**src/rtl/cfs_pkg.sv**
```systemverilog
// cfs_pkg: shared types, codes and helpers of the csv field splitter
// no dependencies; imported by every module in rtl/

package cfs_pkg;

  localparam logic [7:0] QUOTE_BYTE  = 8'h22;
  localparam logic [7:0] SEP_RESET   = 8'd44;
  localparam logic       QMODE_RESET = 1'b1;

  // results allowed per input beat
  localparam int unsigned        RCNT_W      = 4;
  localparam logic [RCNT_W-1:0]  MAX_RESULTS = 4'd12;

  typedef enum logic [1:0] {
    KIND_BYTE     = 2'd0,
    KIND_END_CELL = 2'd1,
    KIND_END_LINE = 2'd2,
    KIND_ERROR    = 2'd3
  } kind_t;

  typedef enum logic [2:0] {
    ERR_NONE       = 3'd0,
    ERR_EMPTY_LINE = 3'd1,
    ERR_UNCLOSED   = 3'd2,
    ERR_UNESCAPED  = 3'd3,
    ERR_OVERFLOW   = 3'd4
  } err_t;

  // register index, taken from paddr[2]
  typedef enum logic {
    REG_SEPARATOR  = 1'b0,
    REG_QUOTE_MODE = 1'b1
  } reg_idx_t;

  typedef struct packed {
    logic [7:0] separator;
    logic       quote_mode;
  } cfg_t;

  typedef struct packed {
    logic       valid;
    kind_t      kind;
    logic [7:0] cell_byte;
    err_t       error_code;
  } result_t;

  // sequencer handshake toward the output stage
  typedef struct packed {
    logic step;
    logic done;
  } step_t;

  function automatic logic is_trim(input logic [7:0] b);
    return (b == 8'h0D) || (b == 8'h0A) || (b == 8'h0C) || (b == 8'h0B) ||
           (b == 8'hEF) || (b == 8'hBB) || (b == 8'hBF);
  endfunction

endpackage

```
**src/rtl/cfs_cfg_regs.sv**
```systemverilog
// cfs_cfg_regs: apb register file holding separator and quote mode
// depends on cfs_pkg

module cfs_cfg_regs
  import cfs_pkg::*;
(
  input  logic        clk,
  input  logic        rst,
  input  logic        psel,
  input  logic        penable,
  input  logic        pwrite,
  input  logic [2:0]  paddr,
  input  logic [31:0] pwdata,
  output logic [31:0] prdata,
  output logic        pready,
  output cfg_t        cfg
);

  logic     wr;
  reg_idx_t idx;

  assign pready = 1'b1;
  assign idx    = reg_idx_t'(paddr[2]);
  assign wr     = psel & penable & pwrite & pready;

  always_ff @(posedge clk) begin
    if (rst) begin
      cfg.separator  <= SEP_RESET;
      cfg.quote_mode <= QMODE_RESET;
    end else if (wr) begin
      case (idx)
        REG_SEPARATOR:  cfg.separator  <= pwdata[7:0];
        REG_QUOTE_MODE: cfg.quote_mode <= pwdata[0];
        default: ;
      endcase
    end
  end

  always_comb begin
    case (idx)
      REG_SEPARATOR:  prdata = {24'b0, cfg.separator};
      REG_QUOTE_MODE: prdata = {31'b0, cfg.quote_mode};
      default:        prdata = 32'b0;
    endcase
  end

endmodule

```
**src/rtl/cfs_tokenizer.sv**
```systemverilog
// cfs_tokenizer: line state, trim hold memory and the per-beat sequencer
// depends on cfs_pkg; gives at most one result per step

module cfs_tokenizer
  import cfs_pkg::*;
#(
  parameter int TRIM_HOLD_DEPTH = 8
) (
  input  logic       clk,
  input  logic       rst,
  input  cfg_t       cfg,
  input  logic [7:0] item_byte,
  input  logic       item_has,
  input  logic       item_eol,
  input  logic       step,
  output result_t    res,
  output logic       done
);

  localparam int CNT_W = $clog2(TRIM_HOLD_DEPTH + 1);
  localparam int IDX_W = (TRIM_HOLD_DEPTH > 1) ? $clog2(TRIM_HOLD_DEPTH) : 1;
  localparam logic [CNT_W-1:0] DEPTH_C = CNT_W'(TRIM_HOLD_DEPTH);

  typedef enum logic [5:0] {
    PH_START = 6'b000001,
    PH_FLUSH = 6'b000010,
    PH_BYTE  = 6'b000100,
    PH_EOC2  = 6'b001000,
    PH_FIN   = 6'b010000,
    PH_FIN2  = 6'b100000
  } phase_t;

  phase_t phase, phase_next;
  logic inside_quoted, inside_quoted_next;
  logic cell_start, cell_start_next;
  logic quote_pending, quote_pending_next;
  logic line_begun, line_begun_next;
  logic line_has_bytes, line_has_bytes_next;
  logic discarding, discarding_next;
  logic [CNT_W-1:0] held_count, held_count_next;
  logic [CNT_W-1:0] k, k_next, k_after;
  logic src_held, src_held_next;
  logic [RCNT_W-1:0] rcount;

  logic [7:0] held_mem [TRIM_HOLD_DEPTH];
  logic [7:0] held_q;
  logic [IDX_W-1:0] rd_addr;

  logic do_take, do_hold, do_fin, do_fin2, do_eoc2, two, take_src, src, clr, wr_en;
  logic [7:0] tb;
  logic emit;
  kind_t e_kind;
  logic [7:0] e_byte;
  err_t e_err;

  always_comb begin
    phase_next          = phase;
    inside_quoted_next  = inside_quoted;
    cell_start_next     = cell_start;
    quote_pending_next  = quote_pending;
    line_begun_next     = line_begun;
    line_has_bytes_next = line_has_bytes;
    discarding_next     = discarding;
    held_count_next     = held_count;
    k_next              = k;
    src_held_next       = src_held;
    k_after             = k;
    do_take = 1'b0; do_hold = 1'b0; do_fin = 1'b0; do_fin2 = 1'b0; do_eoc2 = 1'b0;
    two = 1'b0; take_src = 1'b0; src = 1'b0; clr = 1'b0; wr_en = 1'b0;
    tb = item_byte;
    emit = 1'b0; e_kind = KIND_BYTE; e_byte = 8'h00; e_err = ERR_NONE;
    done = 1'b0;

    case (phase)
      PH_START: begin
        if (item_has) line_has_bytes_next = 1'b1;
        if (item_has && !discarding) begin
          if (is_trim(item_byte)) begin
            do_hold = 1'b1;
          end else begin
            line_begun_next = 1'b1;
            if (held_count != '0) begin
              // go through the flush phase while the first held byte is fetched
              phase_next = PH_FLUSH;
              k_next     = '0;
            end else begin
              do_take = 1'b1;
            end
          end
        end else if (item_eol) begin
          do_fin = 1'b1;
        end else begin
          done = 1'b1;
        end
      end
      PH_FLUSH: begin
        do_take  = 1'b1;
        tb       = held_q;
        take_src = 1'b1;
      end
      PH_BYTE: do_take = 1'b1;
      PH_EOC2: do_eoc2 = 1'b1;
      PH_FIN:  do_fin  = 1'b1;
      PH_FIN2: do_fin2 = 1'b1;
      default: phase_next = PH_START;
    endcase

    if (do_hold) begin
      if (line_begun) begin
        if (held_count >= DEPTH_C) begin
          emit = 1'b1; e_kind = KIND_ERROR; e_err = ERR_OVERFLOW;
          discarding_next = 1'b1; inside_quoted_next = 1'b0;
          quote_pending_next = 1'b0; held_count_next = '0;
        end else begin
          wr_en           = 1'b1;
          held_count_next = held_count + CNT_W'(1);
        end
      end
      if (item_eol) phase_next = PH_FIN;
      else          done       = 1'b1;
    end

    if (do_take && !discarding) begin
      if (inside_quoted) begin
        if (quote_pending) begin
          quote_pending_next = 1'b0;
          if (tb == QUOTE_BYTE) begin
            emit = 1'b1; e_byte = QUOTE_BYTE;
          end else if (tb == cfg.separator) begin
            // closing quote, end of cell follows in PH_EOC2
            emit = 1'b1; e_byte = QUOTE_BYTE;
            inside_quoted_next = 1'b0; cell_start_next = 1'b1; two = 1'b1;
          end else begin
            emit = 1'b1; e_kind = KIND_ERROR; e_err = ERR_UNESCAPED;
            discarding_next = 1'b1; inside_quoted_next = 1'b0;
            quote_pending_next = 1'b0; held_count_next = '0;
          end
        end else if (tb == QUOTE_BYTE) begin
          quote_pending_next = 1'b1;
        end else begin
          emit = 1'b1; e_byte = tb;
        end
      end else if (cfg.quote_mode && cell_start && tb == QUOTE_BYTE) begin
        inside_quoted_next = 1'b1; cell_start_next = 1'b0;
        emit = 1'b1; e_byte = QUOTE_BYTE;
      end else if (tb == cfg.separator) begin
        emit = 1'b1; e_kind = KIND_END_CELL; cell_start_next = 1'b1;
      end else begin
        emit = 1'b1; e_byte = tb; cell_start_next = 1'b0;
      end
    end

    if (do_eoc2) begin
      emit = 1'b1; e_kind = KIND_END_CELL;
    end

    if (do_take && two) begin
      phase_next    = PH_EOC2;
      src_held_next = take_src;
      if (take_src) k_next = k + CNT_W'(1);
    end else if (do_take || do_eoc2) begin
      src     = do_eoc2 ? src_held : take_src;
      k_after = do_eoc2 ? k : (k + CNT_W'(1));
      if (src && (k_after < held_count_next)) begin
        phase_next = PH_FLUSH;
        k_next     = k_after;
      end else if (src) begin
        held_count_next = '0;
        phase_next      = PH_BYTE;
      end else if (item_eol) begin
        phase_next = PH_FIN;
      end else begin
        done = 1'b1;
      end
    end

    if (do_fin) begin
      clr = 1'b1;
      if (!discarding) begin
        if (!line_has_bytes) begin
          emit = 1'b1; e_kind = KIND_ERROR; e_err = ERR_EMPTY_LINE;
        end else if (inside_quoted && !quote_pending) begin
          emit = 1'b1; e_kind = KIND_ERROR; e_err = ERR_UNCLOSED;
        end else if (inside_quoted) begin
          // pending quote closes the region at end of line
          emit = 1'b1; e_byte = QUOTE_BYTE;
          clr = 1'b0; phase_next = PH_FIN2;
        end else begin
          emit = 1'b1; e_kind = KIND_END_LINE;
        end
      end
    end

    if (do_fin2) begin
      emit = 1'b1; e_kind = KIND_END_LINE; clr = 1'b1;
    end

    if (clr) begin
      inside_quoted_next = 1'b0; cell_start_next = 1'b1; quote_pending_next = 1'b0;
      line_begun_next = 1'b0; line_has_bytes_next = 1'b0; discarding_next = 1'b0;
      held_count_next = '0;
      done = 1'b1;
    end

    if (done) phase_next = PH_START;
  end

  assign res.valid      = emit && (rcount < MAX_RESULTS);
  assign res.kind       = e_kind;
  assign res.cell_byte  = e_byte;
  assign res.error_code = e_err;

  assign rd_addr = step ? k_next[IDX_W-1:0] : k[IDX_W-1:0];

  always_ff @(posedge clk) begin
    if (rst) begin
      phase          <= PH_START;
      inside_quoted  <= 1'b0;
      cell_start     <= 1'b1;
      quote_pending  <= 1'b0;
      line_begun     <= 1'b0;
      line_has_bytes <= 1'b0;
      discarding     <= 1'b0;
      held_count     <= '0;
      k              <= '0;
      src_held       <= 1'b0;
      rcount         <= '0;
    end else if (step) begin
      phase          <= phase_next;
      inside_quoted  <= inside_quoted_next;
      cell_start     <= cell_start_next;
      quote_pending  <= quote_pending_next;
      line_begun     <= line_begun_next;
      line_has_bytes <= line_has_bytes_next;
      discarding     <= discarding_next;
      held_count     <= held_count_next;
      k              <= k_next;
      src_held       <= src_held_next;
      if (done)           rcount <= '0;
      else if (res.valid) rcount <= rcount + RCNT_W'(1);
    end
  end

  always_ff @(posedge clk) begin
    if (step && wr_en) held_mem[held_count[IDX_W-1:0]] <= item_byte;
    held_q <= held_mem[rd_addr];
  end

endmodule

```
**src/rtl/cfs_out_stage.sv**
```systemverilog
// cfs_out_stage: holds one result until its last flag is known, then the output register
// depends on cfs_pkg

module cfs_out_stage
  import cfs_pkg::*;
(
  input  logic        clk,
  input  logic        rst,
  input  step_t       ctl,
  input  result_t     res,
  output logic        o_free,
  output logic        m_tvalid,
  input  logic        m_tready,
  output logic [15:0] m_tdata,
  output logic [1:0]  m_tuser,
  output logic        m_tlast
);

  logic    s_valid, s_final;
  result_t s_res;
  logic    load, move;
  kind_t   o_kind;
  logic [7:0] o_byte;
  err_t    o_err;

  assign o_free = !m_tvalid || m_tready;
  assign load   = ctl.step && res.valid;
  // staged result leaves once something proves whether it ends its beat
  assign move   = o_free && s_valid && (s_final || (ctl.step && (res.valid || ctl.done)));

  always_ff @(posedge clk) begin
    if (rst) begin
      s_valid  <= 1'b0;
      s_final  <= 1'b0;
      m_tvalid <= 1'b0;
    end else begin
      if (load) begin
        s_valid <= 1'b1;
        s_final <= ctl.done;
      end else if (move) begin
        s_valid <= 1'b0;
      end
      if (o_free) m_tvalid <= move;
    end
  end

  always_ff @(posedge clk) begin
    if (load) s_res <= res;
    if (move) begin
      o_kind  <= s_res.kind;
      o_byte  <= s_res.cell_byte;
      o_err   <= s_res.error_code;
      m_tlast <= s_final || !load;
    end
  end

  assign m_tdata = {5'b0, o_err, o_byte};
  assign m_tuser = o_kind;

endmodule

```
**src/rtl/csv_field_splitter.sv**
```systemverilog
// csv_field_splitter: top level of the csv cell splitter
// depends on cfs_pkg, cfs_cfg_regs, cfs_tokenizer, cfs_out_stage
//
//   channel   dir  fields
//   s_*       in   tdata data_byte, tuser carries_byte, tlast end_of_line
//   m_*       out  tdata cell_byte/error_code, tuser kind, tlast last result
//   apb       in   reg 0 separator at 0x0, reg 1 quote_mode at 0x4
//
// PH_START alone serves a plain byte, a held trim byte or a bare end of line; a byte
// with end of line goes on to PH_FIN, a closing quote before a separator to PH_EOC2,
// a quote closed by end of line to PH_FIN2, held trim bytes to PH_FLUSH (memory read)
// and PH_BYTE; results pass staging and output registers, at most one beat per cycle
// rst is synchronous and restores register defaults and an empty line; the hold
// memory is not cleared. m_tready low on a waiting beat freezes the sequencer and s_tready

module csv_field_splitter
  import cfs_pkg::*;
#(
  parameter int TRIM_HOLD_DEPTH = 8
) (
  input  logic        clk,
  input  logic        rst,
  input  logic        s_tvalid,
  output logic        s_tready,
  input  logic [7:0]  s_tdata,   // [7:0] data_byte
  input  logic [0:0]  s_tuser,   // [0] carries_byte
  input  logic        s_tlast,
  output logic        m_tvalid,
  input  logic        m_tready,
  output logic [15:0] m_tdata,   // [7:0] cell_byte, [10:8] error_code, rest zero
  output logic [1:0]  m_tuser,   // [1:0] kind
  output logic        m_tlast,
  input  logic        psel,
  input  logic        penable,
  input  logic        pwrite,
  input  logic [2:0]  paddr,
  input  logic [31:0] pwdata,
  output logic [31:0] prdata,
  output logic        pready
);

  cfg_t    cfg;
  result_t res;
  step_t   ctl;
  logic    o_free, done;
  logic    item_valid, item_has, item_eol;
  logic [7:0] item_byte;
  logic    accept;

  cfs_cfg_regs u_regs (
    .clk, .rst, .psel, .penable, .pwrite, .paddr, .pwdata, .prdata, .pready, .cfg
  );

  assign ctl.step = item_valid && o_free;
  assign ctl.done = done;
  assign s_tready = !item_valid || (ctl.step && done);
  assign accept   = s_tvalid && s_tready;

  always_ff @(posedge clk) begin
    if (rst) begin
      item_valid <= 1'b0;
    end else if (accept) begin
      item_valid <= 1'b1;
    end else if (ctl.step && done) begin
      item_valid <= 1'b0;
    end
  end

  always_ff @(posedge clk) begin
    if (accept) begin
      item_byte <= s_tdata;
      item_has  <= s_tuser[0];
      item_eol  <= s_tlast;
    end
  end

  cfs_tokenizer #(.TRIM_HOLD_DEPTH(TRIM_HOLD_DEPTH)) u_tok (
    .clk, .rst, .cfg,
    .item_byte, .item_has, .item_eol,
    .step(ctl.step), .res, .done
  );

  cfs_out_stage u_out (
    .clk, .rst, .ctl, .res, .o_free,
    .m_tvalid, .m_tready, .m_tdata, .m_tuser, .m_tlast
  );

endmodule
```
**config.mk**
```make
export PLATFORM = sky130hd
export DESIGN_NAME = csv_field_splitter
export DESIGN_NICKNAME = d
export VERILOG_FILES = /design/src/rtl/cfs_pkg.sv /design/src/rtl/cfs_cfg_regs.sv /design/src/rtl/cfs_tokenizer.sv /design/src/rtl/cfs_out_stage.sv /design/src/rtl/csv_field_splitter.sv
export SDC_FILE = /design/constraint.sdc
export NUM_CORES = 1
export LEC_CHECK = 0
export BUFFER_PORTS_ARGS = -buffer_cell sky130_fd_sc_hd__clkbuf_2
export CAP_MARGIN = 25
export CORE_MARGIN = 1
export CORE_UTILIZATION = 54
export CTS_CLUSTER_DIAMETER = 30
export DETAILED_ROUTE_END_ITERATION = 10
export PLACE_DENSITY_LB_ADDON = 0.25
export SLEW_MARGIN = 20
export SYNTH_ARGS = -nofsm -noshare
export SYNTH_HDL_FRONTEND = slang
export SYNTH_SLANG_ARGS = --single-unit
```
**constraint.sdc**
```tcl
create_clock -name clk -period 13.6 [get_ports clk]
set_clock_uncertainty 0.05 [all_clocks]
set_input_delay 0.68 -clock clk [delete_from_list [all_inputs] [get_ports clk]]
set_output_delay 0.68 -clock clk [all_outputs]
set_load 0.01 [all_outputs]
```
==> tab_implementation.tex <==
\begin{tabular}{lr}
\hline
Metric & Value \\
\hline
\multicolumn{2}{l}{\textbf{Critical path}} \\
\quad CP startpoint kind & flip-flop \\
\quad Signal arrival time at the worst endpoint & 6.92 ns \\
\quad Critical Path RT & 13.86 ns \\
\quad Slowest library cell on the worst path & nor4\_4 \\
\quad CP endpoint kind & flip-flop \\
\quad Worst-path maximum fanout & 22 \\
\quad Critical path's most frequent cell & nand2\_1 \\
\quad Largest incremental delay on the critical path & slightly below 0.8 ns \\
\quad Type of the setup path with the least slack & flip-flop to flip-flop \\
\quad Delay-heaviest family, CP & simple AND/OR/NAND/NOR gates \\
\quad Slack of the worst reg-to-reg path & 6.94 ns \\
\quad Buffers plus inverters on the worst setup path & 1 \\
\quad Cell-by-cell listing of the critical path & nor4b\_4 > nand2\_2 > a2111oi\_1 > o2bb2ai\_1 > nor4\_4 > nand2b\_1 > nand2\_1 > ha\_1 > nor4bb\_1 > a22oi\_1 > nor2b\_1 > a21oi\_1 > a21bo\_2 > o311ai\_1 > o211ai\_4 > buf\_16 > nand2\_1 > and4b\_1 > nor4\_2 \\
\multicolumn{2}{l}{\textbf{GRT}} \\
\quad Number of global-route vias before repair & 5,443 \\
\quad Global-route congestion overflow total & 0 \\
\quad Initial antenna violation count & 0 \\
\quad First-pass GRT wire length & 28,600 µm \\
\quad GRT Resource Usage Total & 26.2\% \\
\quad Maximum number of pins on one net before global-route repair & 37 \\
\multicolumn{2}{l}{\textbf{Clock network}} \\
\quad Post-cts hold buffer count & 0 \\
\quad Root Driver & clkbuf\_16 \\
\quad Clk Latency, worst-skew pair & around 0.43 ns \\
\quad Number of levels the H-tree was split into & 4 \\
\quad Number of setup buffers added after CTS & 0 \\
\quad Maximum count of clock buffers along a single path & 2 \\
\quad Post-CTS clock slew at the launch and capture registers of the worst setup and hold paths & 0.06 ns \\
\quad Post-cts repair resize count & 0 \\
\quad Total number of clock tree sinks & 147 \\
\quad TritonCTS clock tree & built \\
\quad Inserted Clock Buffers & 17 \\
\multicolumn{2}{l}{\textbf{Route}} \\
\quad Final WL & 17,700 µm \\
\quad Via count & 5,667 \\
\quad Remaining routing DRC violations & 0 \\
\quad Wire length per cell & 19.1 µm \\
\quad First-pass iteration count of the detailed router & 6 \\
\quad Vias per std cell & 6.11 \\
\quad Detail Route Antenna Nets & 0 \\
\quad Drt initial violations & around 560 \\
\multicolumn{2}{l}{\textbf{Layout}} \\
\quad Commonest cells after routing, fill and taps aside & edfxtp\_1, nor2\_1, nand2\_1, clkbuf\_2, dfxtp\_1 \\
\quad Number of standard cells in the final layout excluding fillers & 928 \\
\quad Antenna diode count & 0 \\
\quad Layout cells sized above 1 & between 15 and 20\% \\
\quad Layout-stage area growth over the synthesis result & 12.8\% \\
\quad Most common library cell in the layout ignoring fill and taps & edfxtp\_1 \\
\quad Final net count & about 800 \\
\multicolumn{2}{l}{\textbf{Timing}} \\
\quad Setup TNS & 0 ns \\
\quad Least-Margin Pin Slew & 0.908 ns \\
\quad Achievable frequency & 0.150 GHz \\
\quad Post-route minimum period & around 6.7 ns \\
\quad Total count of hold-check failures in the final report & 0 \\
\quad RSZ-0062 raised after global routing & false \\
\quad Share of the clock period used by the worst path after layout & 49.0\% \\
\quad Final max-slew violation count & 0 \\
\quad Relative slew margins & 38.9\% \\
\quad Final setup violating endpoints & 0 \\
\multicolumn{2}{l}{\textbf{Floorplanning}} \\
\quad Placeable core region & 13,300 µm² \\
\quad Placement row count & 42 \\
\quad Effective utilization at floorplan & 56.0\% \\
\quad Die area & 14,300 µm² \\
\quad Die Wd & 120 µm \\
\quad Total I/O pin count & 106 \\
\quad Y dimension of the die & roughly 120 µm \\
\multicolumn{2}{l}{\textbf{Placed design}} \\
\quad Number of input and output port buffers inserted & 49 \\
\quad Count of placed standard cells including taps & 895 \\
\quad Gp weighted congestion & 0.876 \\
\quad Total half-perimeter wirelength after legalization and detailed placement & 11,800 µm \\
\multicolumn{2}{l}{\textbf{Logic synthesis}} \\
\quad Number of synthesized register bits & 147 \\
\quad Number of synthesized flops with an enable pin & 101 \\
\quad Average size of a mapped cell & roughly 11 µm² \\
\quad Post-synthesis async set-or-reset flop share & 0\% \\
\quad Count of synthesis-stage warnings from yosys & 0 \\
\quad Seq/Total Area, Yosys & about 53\% \\
\quad Number of instances in the synthesized netlist & 700 \\
\quad Netlist area before placement & 7480 µm² \\
\quad Cell variety after synth & 76 \\
\quad Flip-flop cell with the highest count after synthesis & edfxtp\_1 \\
\multicolumn{2}{l}{\textbf{Pwr}} \\
\quad Leakage power figure & between 3 and 4 nW \\
\quad IR drop worst, VDD & 0.0793 mV \\
\quad Power density over the cells & roughly 130 nW/µm² \\
\multicolumn{2}{l}{\textbf{Run}} \\
\quad \# Max-Cap Violations & 0 \\
\multicolumn{2}{l}{\textbf{Outcome}} \\
\quad Outcome & completed \\
\multicolumn{2}{l}{\textbf{Hold path}} \\
\quad Class of the most critical hold timing path & flip-flop to flip-flop \\
\hline
\end{tabular}
## synth_stat cells (all sizes together), types with 9 or more instances
cell	n	area share (%)
a2111oi	12	2.2
nand3	15	1.1
buf	49	4.6
nor4	15	2.3
o21ai	43	2.9
and4b	16	2.1
nor3	12	0.80
a21oi	33	2.3
o21a	12	1.2
dfxtp	46	12
inv	20	1.0
o22ai	9	0.75
and2	9	0.75
mux2i	10	1.3
clkbuf	19	0.95
edfxtp	101	41
and3	12	1.0
nor2b	14	1.2
nand2b	9	0.75
nor2	69	3.6
nand2	64	3.2
## path summary, 6_finish.rpt
check | from | end | cells after the start
min reg2reg | u_out.s_res[4] | u_out.o_byte[1] | 0
max reg2reg | u_tok.phase[1] | u_tok.held_q[5] | 19
max | u_tok.phase[1] | u_tok.held_q[5] | 19
min | u_out.s_res[4] | u_out.o_byte[1] | 0
## power breakdown
part           switching [mW]  leakage [nW]  internal (mW)
Combinational          0.0417          1.48         0.0238
Sequential             0.0144          1.30          0.490
Clock                   0.185         0.323          0.343
Total                   0.241          3.10          0.857
## metal layers
metal  vias up  wire length (µm)  track usage, %
li1       2635                 -               -
met1      2701              7770            36.0
met2       302              8200            40.9
met3        29              1410            5.89
met4         0               306            8.98
met5         -                 0               0
## sequential cells by signal (all words and copies together), names as in the netlist, 2 cells and up
name              cells
u_regs.cfg            9
u_tok.held_count      4
u_out.m_tuser         2
item_byte             8
u_out.o_err           3
u_tok.rcount          4
u_tok.phase           6
u_out.s_res          13
u_out.o_byte          8
u_tok.k               4
u_tok.held_q          8
u_tok.held_mem       64
## area by class of cell
cell class	count	area, µm²
sequential	147	3950
timing repair buffer	60	359
clock buffer	22	474
clock inverter	10	195
tap	176	220
multi-input combinational	493	3150
inverter	20	75.1
fill	1065	4920
## per-stage QoR
step | hold slack (ns) | util (%) | power (mW) | setup slack (ns) | instance area (µm²)
6_report | 0.368 | 63.2 | 1.10 | 6.94 | 8430
5_1_grt | 0.361 | 63.2 | 1.13 | 6.45 | 8430
4_1_cts | 0.366 | 62.9 | 1.10 | 6.77 | 8390
3_5_place_dp | 0.355 | 57.9 | 0.578 | 6.82 | 7720
3_3_place_gp | 0.351 | 57.7 | 0.574 | 6.79 | 7700
2_1_floorplan | 0.350 | - | 0.560 | 8.45 | 7580
## cell families after synthesis
kind of cell | count (synthesis) | synth area share (%)
AOI/OAI and AO/OA | 179 | 17.3
and+or+nand+nor | 257 | 19.4
muxes | 13 | 1.79
adders and majority gates | 7 | 1.17
other | 2 | 0.100
xor gates and xnor gates | 7 | 0.820
DFF | 147 | 52.9
buffers and inverters | 88 | 6.59
No activity file was read; power rests on OpenSTA's default activity.
